[src/hw/rtl/tilt_compensated_heading_macros.svh]
// Assertion macros for the tilt-compensated heading block.
// Used by the top level only; expects clk and rst in scope.
`ifndef TILT_COMPENSATED_HEADING_MACROS_SVH
`define TILT_COMPENSATED_HEADING_MACROS_SVH

// checked outside reset
`define HDG_ASSERT(lbl, prop, msg) \
  lbl: assert property (@(posedge clk) disable iff (rst) prop) else $error(msg);

// checked during reset as well
`define HDG_ASSERT_RST(lbl, prop, msg) \
  lbl: assert property (@(posedge clk) prop) else $error(msg);

`endif

[src/hw/rtl/hdg_pkg.sv]
// Shared widths, constants, register codes and the arctangent table
// for the tilt-compensated heading datapath. No dependencies.
package hdg_pkg;

  localparam int SAMPLE_BITS     = 16;
  localparam int COEF_BITS       = 16;
  localparam int ROW_BITS        = 3 * COEF_BITS;
  localparam int CFG_DATA_BITS   = ROW_BITS;
  localparam int ANGLE_FRAC_BITS = 6;
  localparam int HEADING_BITS    = 15;
  localparam int ANGLE_CFG_BITS  = 15;

  localparam int D_BITS  = SAMPLE_BITS + 1;
  localparam int P_BITS  = D_BITS + COEF_BITS;
  localparam int MV_BITS = P_BITS + 2;

  localparam int VEC_BITS   = 20;
  localparam int VN_BITS    = VEC_BITS + 1;
  localparam int CP_BITS    = 2 * VN_BITS;
  localparam int E_BITS     = CP_BITS + 1;
  localparam int SPLIT      = 22;
  localparam int EH_BITS    = E_BITS - SPLIT;
  localparam int SQ_BITS    = 2 * VEC_BITS + 1;
  localparam int SUM_BITS   = SQ_BITS + 2;
  localparam int ROOT_BITS  = (SUM_BITS + 1) / 2;
  localparam int ISQRT_STAGES = (ROOT_BITS + 1) / 2;
  localparam int XY_BITS    = 64;

  localparam int CORDIC_BITS   = 30;
  localparam int CORDIC_STEPS  = 31;
  localparam int CORDIC_STAGES = (CORDIC_STEPS + 1) / 2;
  localparam int CX_BITS       = CORDIC_BITS + 4;
  localparam int CZ_BITS       = CORDIC_BITS + 5;

  localparam logic [31:0] DEG_PER_RAD_Q26 = 32'd3845054675;
  localparam logic signed [CZ_BITS-1:0] PI_Q30 = 35'sd3373259426;
  localparam int FULL_TURN = 360 << ANGLE_FRAC_BITS;

  typedef enum logic [2:0] {
    REG_HARD_X   = 3'd0,
    REG_HARD_Y   = 3'd1,
    REG_HARD_Z   = 3'd2,
    REG_SOFT_R0  = 3'd3,
    REG_SOFT_R1  = 3'd4,
    REG_SOFT_R2  = 3'd5,
    REG_DECL     = 3'd6,
    REG_MOUNT    = 3'd7
  } cfg_reg_t;

  // atan(2^-i) in Q30 radians
  function automatic int atan_q30(input int i);
    int r;
    case (i)
      0:  r = 843314857;
      1:  r = 497837830;
      2:  r = 263043837;
      3:  r = 133525159;
      4:  r = 67021687;
      5:  r = 33543516;
      6:  r = 16775851;
      7:  r = 8388437;
      8:  r = 4194283;
      9:  r = 2097149;
      10: r = 1048576;
      default: r = (i > 10 && i < CORDIC_STEPS) ? (1 << (30 - i)) : 0;
    endcase
    return r;
  endfunction

endpackage

[src/hw/rtl/hdg_isqrt.sv]
// Pipelined floor integer square root, two result bits per stage.
// Depends on hdg_pkg for widths.
module hdg_isqrt import hdg_pkg::*; (
  input  logic                 clk,
  input  logic                 en,
  input  logic [SUM_BITS-1:0]  radicand,
  output logic [ROOT_BITS-1:0] root
);

  localparam int WP = SUM_BITS + 1;

  logic [WP-1:0] vr [ISQRT_STAGES];
  logic [WP-1:0] rr [ISQRT_STAGES];

  for (genvar s = 0; s < ISQRT_STAGES; s++) begin : g_st
    logic [WP-1:0] vi, ri, vc, rc, bitv;

    if (s == 0) begin : g_first
      assign vi = WP'(radicand);
      assign ri = '0;
    end else begin : g_next
      assign vi = vr[s-1];
      assign ri = rr[s-1];
    end

    always_comb begin
      vc   = vi;
      rc   = ri;
      bitv = '0;
      for (int j = 0; j < 2; j++) begin
        if (2 * s + j < ROOT_BITS) begin
          bitv = WP'(1) << (2 * (ROOT_BITS - 1 - (2 * s + j)));
          if (vc >= rc + bitv) begin
            vc = vc - (rc + bitv);
            rc = (rc >> 1) + bitv;
          end else begin
            rc = rc >> 1;
          end
        end
      end
    end

    always_ff @(posedge clk) begin
      if (en) begin
        vr[s] <= vc;
        rr[s] <= rc;
      end
    end
  end

  assign root = rr[ISQRT_STAGES-1][ROOT_BITS-1:0];

endmodule

[config.mk]
export PLATFORM = sky130hd
export DESIGN_NAME = hdg_isqrt
export DESIGN_NICKNAME = d
export VERILOG_FILES = /design/src/hw/rtl/tilt_compensated_heading_macros.svh /design/src/hw/rtl/hdg_pkg.sv /design/src/hw/rtl/hdg_isqrt.sv
export SDC_FILE = /design/constraint.sdc
export NUM_CORES = 1
export LEC_CHECK = 0
export BUFFER_PORTS_ARGS = -buffer_cell sky130_fd_sc_hd__buf_2
export CAP_MARGIN = 20
export CELL_PAD_IN_SITES_DETAIL_PLACEMENT = 0
export CELL_PAD_IN_SITES_GLOBAL_PLACEMENT = 2
export CORE_AREA = 8 8 309 311
export DETAILED_ROUTE_END_ITERATION = 16
export DIE_AREA = 0 0 317 319
export GPL_TIMING_DRIVEN = 0
export PLACE_DENSITY_LB_ADDON = 0.2
export SETUP_SLACK_MARGIN = 0.4
export SYNTH_ARGS = -nofsm -noshare
export SYNTH_HDL_FRONTEND = slang
export SYNTH_SLANG_ARGS = --single-unit
[constraint.sdc]
create_clock -name clk -period 6.31 [get_ports clk]
set_clock_uncertainty 0.05 [all_clocks]
set_input_delay 0.631 -clock clk [delete_from_list [all_inputs] [get_ports clk]]
set_output_delay 0.631 -clock clk [all_outputs]
set_load 0.02 [all_outputs]
# Word-level counts from Yosys, hierarchy flattened

Memories as Yosys holds them, arrays and structs flattened.
Cells that the tools add are included.
W data, S select, Z words.

Add/sub/neg operators: 64
Order comparisons: 22
Muxes and demuxes: 46

Operators with widths:

| cell                     | number |
|---|---|
| $mux W44                 | 43 |
| $ge A44 B44 Y1           | 21 |
| $sub A44 B44 Y44         | 21 |
| $add A43 B1 Y44 const B  | 1 |
| $add A43 B11 Y44 const B | 1 |
| $add A43 B13 Y44 const B | 1 |
| $add A43 B15 Y44 const B | 1 |
| $add A43 B17 Y44 const B | 1 |
| $add A43 B19 Y44 const B | 1 |
| $add A43 B21 Y44 const B | 1 |
| $add A43 B23 Y44 const B | 1 |
| $add A43 B25 Y44 const B | 1 |
| $add A43 B27 Y44 const B | 1 |
| $add A43 B29 Y44 const B | 1 |
| $add A43 B3 Y44 const B  | 1 |
| $add A43 B31 Y44 const B | 1 |
| $add A43 B33 Y44 const B | 1 |
| $add A43 B35 Y44 const B | 1 |
| $add A43 B37 Y44 const B | 1 |
| $add A43 B39 Y44 const B | 1 |
| $add A43 B41 Y44 const B | 1 |
| $add A43 B5 Y44 const B  | 1 |
| $add A43 B7 Y44 const B  | 1 |
| $add A43 B9 Y44 const B  | 1 |
| other kinds (25)         | 26 |

Logic and storage cells: 134
RAM bits: 968
Memories: 2
Bits of input ports: 45
Flip-flop bits (word level): 0

Memory list:

| name | words | bits a word | rd ports | clocked after memory_dff | wr ports | RTL line        | RTL |
|---|---|---|---|---|---|---|---|
| rr   | 11    | 44          | 11       | 0                        | 11       | hdg_isqrt.sv:13 | `logic [WP-1:0] rr [ISQRT_STAGES];` |
| vr   | 11    | 44          | 10       | 0                        | 11       | hdg_isqrt.sv:12 | `logic [WP-1:0] vr [ISQRT_STAGES];` |

# Depth between registers and ports, before layout

Gate-level depths: netlist (run 1).
An unclocked memory read counts as a cell.

Depth after elaboration: 7
Depth in mapped cells: 31
Mapped depth without buffers: 26

# Worst setup path before layout (run 1)

Ideal clock, no wire load.

Kind: register -> register
Start: memory vr[4][29] (netlist name)
End: memory vr[5][32] (netlist name) (data pin)
Data arrival time: 5.287 ns
Setup time: 0.262 ns
Buffers on the path: 1
Stages on the path, launching flop included: 22
Path slack: 0.711 ns
Cell sequence: edfxtp_1 > ha_1 > a21oi_1 > o21ai_0 > a2111oi_0 > nor2_1 > nor2_1 > nand2_1 > a31o_2 > ha_1 > a21o_1 > a21o_1 > a21o_1 > a21o_1 > a21o_1 > nor3_1 > a211oi_1 > a211o_1 > a211oi_1 > nand4_2 > buf_2 > mux2_1

RTL lines:

| item               | RTL line |
|---|---|
| start: declaration | hdg_isqrt.sv:12 |

==> results of run 1 <==
==> timing repair <==
item                       4_1_cts  5_1_grt
pin swaps                       31       52
gates resized for setup        156      171
setup endpoints to repair      198      194
gates cloned                     0        3
buffers inserted                34       55
==> metal layers <==
layer	global-route usage, %	up-vias	wire [µm]
li1	-	15000	-
met1	27.9	14400	49800
met2	35.4	527	52600
met3	2.29	134	3910
met4	5.32	0	2190
met5	0	-	0
==> worst max-delay path, delay by kind of cell (launching register included) <==
kind,cells,cell delay (ns)
adder cells (fa/ha/maj),2,0.57
flip-flops,1,0.44
AND/OR/NAND/NOR,8,1.47
buffers and inverters,10,1.30
XOR/XNOR,1,0.11
AO/OA/AOI/OAI,8,1.56
==> logic make-up after synthesis <==
kind of cell | after synthesis | synth area share, %
buffers and inverters | 348 | 3.56
adder cells (fa/ha/maj) | 280 | 9.07
AND/OR/NAND/NOR | 1289 | 17.2
AO/OA/AOI/OAI | 990 | 16.8
XOR/XNOR | 353 | 8.00
flip-flops | 572 | 44.5
multiplexers | 35 | 0.972
==> registers in the layout (all words and copies together) (netlist names) <==
| signal | cells |
|---|---|
| vr | 440 |
| rr | 132 |
==> cell type report <==
type / count / area (µm²) / share of cell area (%)
Sequential cell: 572 / 17200 / 38.3
Inverter: 250 / 966 / 2.16
Clock buffer: 81 / 1750 / 3.91
Clock inverter: 43 / 529 / 1.18
Multi-Input combinational cell: 2947 / 21000 / 46.9
Buffer: 98 / 708 / 1.58
Timing Repair Buffer: 164 / 1190 / 2.66
Tap cell: 1186 / 1480 / 3.31
==> synth_stat cells (12+ instances only) <==
cell type / instances
edfxtp_1: 572
nor2_1: 329
a21oi_1: 316
nand2_1: 285
ha_1: 280
inv_1: 241
xnor2_1: 227
o21ai_0: 177
xor2_1: 126
a21o_1: 124
nor3_1: 117
nor4_1: 93
nand3_1: 76
nand4_1: 65
clkbuf_1: 64
or3_1: 54
o21a_1: 46
nor2b_1: 44
nand2b_1: 41
a31oi_1: 38
a211oi_1: 35
o21bai_1: 29
o31ai_1: 29
or2_2: 27
and3_1: 26
and2_1: 22
buf_2: 18
mux2_2: 18
nor3b_1: 18
and4_1: 17
mux2i_1: 15
a211o_1: 12
a31o_2: 12
==> power by group <==
| group | internal, mW | switching, mW | total (mW) |
|---|---|---|---|
| sequential | 5.18 | 0.614 | 5.80 |
| combinational | 3.39 | 4.85 | 8.23 |
| clock | 2.31 | 1.64 | 3.96 |
| total | 10.9 | 7.11 | 18.0 |
==> worst paths after layout <==
check,start,end,slack [ns]
max,vr[8][17],vr[9][38],0.53
min,radicand[29],vr[0][29],0.13
max reg2reg,vr[8][17],vr[9][38],0.53
min reg2reg,vr[1][21],vr[2][21],0.38
==> metrics by stage <==
stage | setup TNS, ns | setup WS (ns) | util (%)
floorplan | 0 | 0.711 | -
finish | 0 | 0.533 | 49.4
detailed placement | -132.90 | -1.34 | 44.7
CTS | 0 | 0.401 | 48.2
global placement | -2385.65 | -4.04 | 44.6
global route | 0 | 0.331 | 49.4
==> flow_metrics.tcl, run 1 <==
set metrics [dict create \
    critPathSlowestCell "or4_4" \
    syn_area_um2 38600 \
    rows 111 \
    routed_wirelength_um 108000 \
    yosysWarnings 0 \
    post-route-period-util_pct 91.6 \
    async_flop_share_pct 0 \
    dp.cells 5124 \
    hold_buffers 0 \
    diodes 0 \
    layout-drive-gt1-share_pct 13.5 \
    avgSynthCellArea_um2 9.99 \
    worst_setup_path_end_kind "flip-flop" \
    grt_antenna_before_repair 0 \
    cts_tree "built" \
    setup_viol 0 \
    final_cell_mix "edfxtp_1 (572), nor2_1 (323), a21oi_1 (299)" \
    fp.dieW_um 317 \
    grt_pass1_wl_um 167000 \
    route.detailed.drc 0 \
    min_path_type "in2reg" \
    grt_setup_unrepaired "true" \
    fp.coreArea_um2 90700 \
    grt-ovfl-total 0 \
    vdd_drop_max_mv 0.323 \
    postRouteAntennaNets 0 \
    synth_largest_area_cell "edfxtp_1" \
    path_class "reg2reg" \
    drv_cap 0 \
    portBuffers 66 \
    synthCells 3867 \
    die_h_um 319 \
    cts-buffers-inserted 68 \
    postLayoutCellArea_um2 44800 \
    total_power_mw 18.0 \
    drt_iter0_markers 1956 \
    path_max_fanout 10 \
    tightest_slew_ns 0.963 \
    power.leakage_nw 17.4 \
    hold_path_depth 1 \
    fin_hold_ws_ns 0.134 \
    clk_pin_slew_worst_paths_ns 0.06 \
    nNetsFinal 4426 \
    h-tree-depth 3 \
    synth_top_area_share_pct 44.5 \
    final_common_cell "edfxtp_1" \
    synth_cell_type_count 107 \
    die-area_um2 101000 \
    ys_ff_latch 572 \
    synth_nets 4192 \
    grt_usage_pct 20.7 \
    maxClockFrequency_mhz 173 \
    clock_sinks 572 \
    detail_route.vias_per_cell 5.62 \
    post_drt_wl_per_cell_um 20.3 \
    cp_data_required_time_ns 6.62 \
    hold_viol 0 \
    initial_core_util_pct 42.6 \
    finalMaxSlewViolations 0 \
    firstDrtPassIters 5 \
    max_slew_margin_pct 34.2 \
    reg2reg_depth 29 \
    synth_seq_area_share_pct 44.5 \
    fill_cells 8608 \
    instances_no_fill 5341 \
    dp_hpwl_um 84600 \
    cts_max_path_buffers 3 \
    io_pins 67 \
    netlist_top_cells_area "edfxtp_1 (44%), ha_1 (9.1%), xnor2_1 (5.1%), a21oi_1 (4.1%), nor2_1 (3.2%)" \
    slowest_delay_ns 0.58 \
    worstPathArrival_ns 6.09 \
    vias 30000 \
    power.density_nw_per_um2 401 \
    synth_ff_type "edfxtp_1" \
    root_buffer "clkbuf_16" \
    grt_max_degree 134 \
    status "complete, no violations" \
    worstSetupStartpointType "flip-flop" \
    area_growth_pct 16.0 \
    crit_path_frequent_cell "a21o_1" \
    placed_area_um2 40600 \
    gp_congestion 0.903 \
    synth_edf_count 572 \
    insertion_delay_ns 0.63 \
    fin_crit_ns 5.78 \
    grt_pass1_vias 29400 \
]
(Power assumes the default switching activity.)
==> inputs of run 2 (changes only) <==
--- a/config.mk
+++ b/config.mk
@@ -9,9 +9,9 @@
 export CAP_MARGIN = 20
 export CELL_PAD_IN_SITES_DETAIL_PLACEMENT = 0
 export CELL_PAD_IN_SITES_GLOBAL_PLACEMENT = 2
-export CORE_AREA = 8 8 309 311
+export CORE_AREA = 8 8 236 408
 export DETAILED_ROUTE_END_ITERATION = 16
-export DIE_AREA = 0 0 317 319
+export DIE_AREA = 0 0 244 416
 export GPL_TIMING_DRIVEN = 0
 export PLACE_DENSITY_LB_ADDON = 0.2
 export SETUP_SLACK_MARGIN = 0.4
==> run 2 against run 1 <==
Compared with the run above:
- worst hold slack worse by 0.013 ns
- total power is 2.4% higher
- sequential share of layout area is 1.8 points lower
- non-clock buffer count is 131 higher
- via count is 2.4% higher
- die area is 0.38% higher
- first-iteration DRC count is 29% lower
- utilization is 2.2 points higher
- critical path depth is 3 lower
- cell count is 2.1% higher
- sequential power is 0.7% lower
==> flow_metrics.tcl, run 2 (same netlist as run 1, synthesis figures left out) <==
set metrics [dict create \
    slowest_delay_ns 0.56 \
    route.met2.wl_um 76800 \
    critPathSlowestCell "nor4bb_4" \
    power.density_nw_per_um2 392 \
    path_max_fanout 6 \
    clk_pin_slew_worst_paths_ns 0.07 \
    portBuffers 66 \
    vias 30700 \
    post_drt_wl_per_cell_um 23.6 \
    initial_core_util_pct 42.4 \
    insertion_delay_ns 0.67 \
    cts_tree "built" \
    cts-buffers-inserted 53 \
    wl_met3_um 3060 \
    path_class "reg2reg" \
    finalMaxSlewViolations 0 \
    timing.final.ws_setup_ns 0.181 \
    status "complete, no violations" \
    maxClockFrequency_mhz 163 \
    root_buffer "clkbuf_16" \
    diodes 0 \
    nNetsFinal 4542 \
    grt_usage_pct 24.4 \
    setup_viol 0 \
    fp.coreArea_um2 91000 \
    hold_viol 0 \
    power.leakage_nw 18.3 \
    area_growth_pct 21.8 \
    rows 147 \
    drt_iter0_markers 1382 \
    firstDrtPassIters 6 \
    grt_pass1_vias 32700 \
    post-route-period-util_pct 97.1 \
    dp_hpwl_um 100000 \
    grt_setup_unrepaired "true" \
    vdd_drop_max_mv 0.273 \
    detail_route.vias_per_cell 5.63 \
    final_util_pct 51.7 \
    max_slew_margin_pct 18.7 \
    min_path_type "in2reg" \
    grt_antenna_before_repair 0 \
    worstPathArrival_ns 6.48 \
    postRouteAntennaNets 0 \
    largest_register_ffs 440 \
    fp.dieW_um 244 \
    layout-drive-gt1-share_pct 19.2 \
    top_register "vr" \
    worstSetupStartpointType "flip-flop" \
    grt_max_degree 141 \
    tightest_slew_ns 1.21 \
    clock_sinks 572 \
    grt_pass1_wl_um 188000 \
    route.detailed.drc 0 \
    worst_setup_path_end_kind "flip-flop" \
    die-area_um2 102000 \
    drv_cap 0 \
    fin_crit_ns 6.13 \
    io_pins 67 \
    cp_data_required_time_ns 6.66 \
    h-tree-depth 2 \
    final_cell_mix "edfxtp_1 (572), nor2_1 (302), a21oi_1 (269)" \
    wl_met1_um 34000 \
    cts_max_path_buffers 3 \
    top_regs "vr: 440 flops, rr: 132 flops" \
    gp_congestion 0.960 \
    final_common_cell "edfxtp_1" \
    die_h_um 416 \
    highest_layer "met4" \
    grt-ovfl-total 0 \
    post-place-ws_ns -2.71 \
    routed_wirelength_um 129000 \
]
[run 2: worst paths after layout]
path	from	to	slack, ns	depth (start not counted)
worst max-delay path	rr[6][29]	vr[7][14]	0.18	26
worst min-delay path	radicand[32]	vr[0][32]	0.12	1
worst max register to register	rr[6][29]	vr[7][14]	0.18	26
worst min register to register	rr[3][29]	rr[4][27]	0.37	0
[run 2: final cells by class]
| cell class | count | area (µm²) |
|---|---|---|
| timing repair buffer | 295 | 2500 |
| clock inverter | 40 | 438 |
| sequential | 572 | 17200 |
| tap | 1192 | 1490 |
| clock buffer | 59 | 1350 |
| fill | 8357 | 44000 |
| buffer | 98 | 1010 |
| multi-input combinational | 2947 | 22100 |
| inverter | 250 | 1010 |
[run 2: what timing repair did]
| item | CTS | global route |
|---|---|---|
| cloned | 7 | 3 |
| hold buffers | 0 | 0 |
| setup buffers | 111 | 97 |
| pin swaps | 87 | 129 |
| endpoints found under the setup margin | 202 | 190 |
| resized for setup | 384 | 266 |
[run 2: power by group]
| part | internal [mW] | total [mW] | switching, mW |
|---|---|---|---|
| sequential | 5.18 | 5.76 | 0.580 |
| clock | 1.78 | 3.34 | 1.56 |
| combinational | 3.90 | 9.33 | 5.42 |
| total | 10.9 | 18.4 | 7.56 |
[run 2: metrics by stage]
step / total power, mW / cells / hold WS [ns] / area, µm² / TNS, ns
final: 18.4 / 5453 / 0.121 / 47000 / 0
after global routing: 19.5 / 5453 / 0.0788 / 47000 / 0
after CTS: 17.8 / 5351 / 0.0674 / 45100 / 0
after detailed placement: 13.8 / 5134 / 0.383 / 40600 / -289.16
after global placement: 13.8 / 5125 / 0.379 / 40500 / -2632.14
after floorplan: 11.5 / 3867 / 0.376 / 38600 / 0
[run 2: layer usage]
layer / GRT usage (%) / vias up
li1: - / 15200
met1: 16.4 / 14500
met2: 52.7 / 613
met3: 2.81 / 415
met4: 23.2 / 0
met5: 0 / -
[run 2: worst max-delay path, delay by kind of cell (launching register included)]
| family | cells | cell delay, ns |
|---|---|---|
| and+or+nand+nor | 11 | 2.78 |
| buffers and inverters | 9 | 1.27 |
| AOI/OAI and AO/OA | 3 | 0.83 |
| adders and majority gates | 2 | 0.43 |
| DFF | 1 | 0.39 |
| xor gates and xnor gates | 1 | 0.06 |
==> inputs of run 3 (changes only) <==
--- a/config.mk
+++ b/config.mk
@@ -7,11 +7,9 @@
 export LEC_CHECK = 0
 export BUFFER_PORTS_ARGS = -buffer_cell sky130_fd_sc_hd__buf_2
 export CAP_MARGIN = 20
-export CELL_PAD_IN_SITES_DETAIL_PLACEMENT = 0
-export CELL_PAD_IN_SITES_GLOBAL_PLACEMENT = 2
-export CORE_AREA = 8 8 236 408
+export CORE_AREA = 8 8 201 347
 export DETAILED_ROUTE_END_ITERATION = 16
-export DIE_AREA = 0 0 244 416
+export DIE_AREA = 0 0 209 355
 export GPL_TIMING_DRIVEN = 0
 export PLACE_DENSITY_LB_ADDON = 0.2
 export SETUP_SLACK_MARGIN = 0.4
==> run 3 against run 2 <==
Compared with the run above:
- cell count shrank 6.8%
- combinational power is essentially flat
- first-iteration DRC count grew 18%
- maximum frequency shrank 1.0%
- die area shrank 27%
- sequential share of layout area grew 0.35 points
- non-clock buffer count shrank 1
- register-to-register slack lost 0.06 ns
- critical path depth shrank 3
- clock power grew 2%
- sequential power is essentially flat
- count of clock-buffer cells in the layout shrank 1
- critical endpoint is now vr[8][27]
- largest cell class unchanged
==> flow_metrics.tcl, run 3 (same netlist as run 1, synthesis figures left out) <==
set metrics [dict create \
    die_h_um 355 \
    tightest_slew_ns 1.18 \
    path_class "reg2reg" \
    route.detailed.drc 0 \
    finalMaxSlewViolations 0 \
    min_path_type "in2reg" \
    cts-buffers-inserted 52 \
    top_register "vr" \
    path_max_fanout 8 \
    fp.coreArea_um2 64900 \
    grt_pass1_wl_um 183000 \
    largest_register_ffs 440 \
    clk_pin_slew_worst_paths_ns 0.07 \
    grt_max_degree 138 \
    gp_congestion 0.982 \
    dp_hpwl_um 93800 \
    drv_cap 0 \
    initial_core_util_pct 59.6 \
    cts_tree "built" \
    grt_usage_pct 32.9 \
    detail_route.vias_per_cell 6.31 \
    grt_setup_unrepaired "true" \
    nNetsFinal 4540 \
    crit_end "vr[8][27]" \
    post_drt_wl_per_cell_um 25.0 \
    clock_sinks 572 \
    max_slew_margin_pct 21.2 \
    cp_data_required_time_ns 6.65 \
    insertion_delay_ns 0.69 \
    io_pins 67 \
    power.leakage_nw 18.3 \
    dp.cells 4761 \
    firstDrtPassIters 5 \
    portBuffers 66 \
    timing.rr.start "rr[7][14]" \
    timing.final.ws_setup_ns 0.117 \
    p_comb_share_pct 50.5 \
    top_regs "vr: 440 flops, rr: 132 flops" \
    fin_hold_ws_ns 0.0915 \
    worstSetupStartpointType "flip-flop" \
    fin_crit_ns 6.19 \
    final_common_cell "edfxtp_1" \
    hold_viol 0 \
    power.density_nw_per_um2 398 \
    cts_max_path_buffers 3 \
    p_int_mw 11.0 \
    power.share.clock_pct 18.5 \
    grt_pass1_vias 32900 \
    swShare_pct 40.4 \
    crit_start "rr[7][14]" \
    routed_wirelength_um 127000 \
    worst_setup_path_end_kind "flip-flop" \
    status "complete, no violations" \
    power.switching_mw 7.49 \
    postLayoutCellArea_um2 46600 \
    rows 124 \
    fin_setup_tns_ns 0 \
    final_cell_mix "edfxtp_1 (572), nor2_1 (293), nand2_1 (271)" \
    reg2reg_to "vr[8][27]" \
    instances_no_fill 5080 \
    die-area_um2 74200 \
    post-place-ws_ns -2.39 \
    postRouteAntennaNets 0 \
    fp.dieW_um 209 \
    grt-ovfl-total 0 \
    h-tree-depth 2 \
    maxClockFrequency_mhz 161 \
    worstPathArrival_ns 6.53 \
    area_growth_pct 20.6 \
    post-route-period-util_pct 98.1 \
    setup_viol 0 \
    vias 32000 \
    fill_cells 4725 \
    reg2reg_depth 23 \
    layout-drive-gt1-share_pct 19.5 \
    r2r_slack_ns 0.12 \
    grt_antenna_before_repair 1 \
    placed_area_um2 40100 \
    drt_iter0_markers 1635 \
    root_buffer "clkbuf_16" \
    seqPwrFrac_pct 31.0 \
    vdd_drop_max_mv 0.290 \
]
run 3: stage by stage:
| step | power, mW | util [%] |
|---|---|---|
| floorplan | 11.5 | - |
| global placement | 13.6 | 61.7 |
| detailed placement | 13.6 | 61.9 |
| CTS | 17.7 | 68.5 |
| global route | 19.5 | 71.8 |
| finish | 18.5 | 71.8 |
run 3: timing repair:
item / 4_1_cts / 5_1_grt
buffers inserted: 110 / 99
pin swaps: 76 / 139
gates cloned: 5 / 5
hold buffers: 0 / 0
gates resized for setup: 349 / 315
setup endpoints to repair: 201 / 183
run 3: critical path, cell delays in order (launching register included):
cell and delay, ns:
edfxtp_1 0.38, inv_2 0.09, ha_4 0.30, and4_1 0.19, nand4_1 0.68, o311ai_4 0.60, nor2_4 0.09, nand3_4 0.23
clkinv_8 0.17, buf_4 0.18, clkbuf_16 0.18, ha_2 0.53, clkinvlp_4 0.34, o31ai_4 0.31, nor4_1 0.08, a31o_2 0.27
o2111a_2 0.18, nand4b_1 0.13, buf_4 0.13, nor2_4 0.04, buf_12 0.15, buf_8 0.12, or3_4 0.33, xnor2_2 0.13
run 3: routing by layer:
metal  vias to the layer above  global-route usage, %  share of wire, %
li1                      15100                      -                 -
met1                     15100                   22.2                26
met2                      1140                   67.1                56
met3                       680                   5.20               3.8
met4                         2                   37.0                14
met5                         -                      0            0.0071
run 3: how the worst min path moves through the flow:
stage	from	cells past startpoint	slack (ns)	to
2_1_floorplan	rr[9][12]	0	0.38	rr[10][10]
3_3_place_gp	rr[8][8]	0	0.38	rr[9][6]
3_5_place_dp	rr[9][19]	0	0.38	rr[10][17]
4_1_cts	radicand[39]	1	0.08	vr[0][39]
5_1_grt	radicand[16]	1	0.05	vr[0][16]
6_report	radicand[39]	1	0.09	vr[0][39]
run 3: final cells by class:
type	instances	area, µm²	area share [%]
Timing Repair Buffer	294	2450	5.25
Sequential cell	572	17200	36.9
Multi-Input combinational cell	2947	22100	47.4
Buffer	98	1000	2.15
Tap cell	819	1020	2.20
Clock buffer	58	1320	2.84
Clock inverter	40	527	1.13
Inverter	250	1000	2.15
Antenna cell	2	5.00	0.0107
run 3: power groups by stage:
stage / Sequential [mW] / Clock (mW) / Combinational, mW
floorplan: 5.58 / 0 / 5.90
global placement: 5.84 / 0 / 7.71
detailed placement: 5.79 / 0 / 7.79
CTS: 5.72 / 3.45 / 8.52
global route: 5.82 / 3.58 / 10.1
finish: 5.75 / 3.42 / 9.36
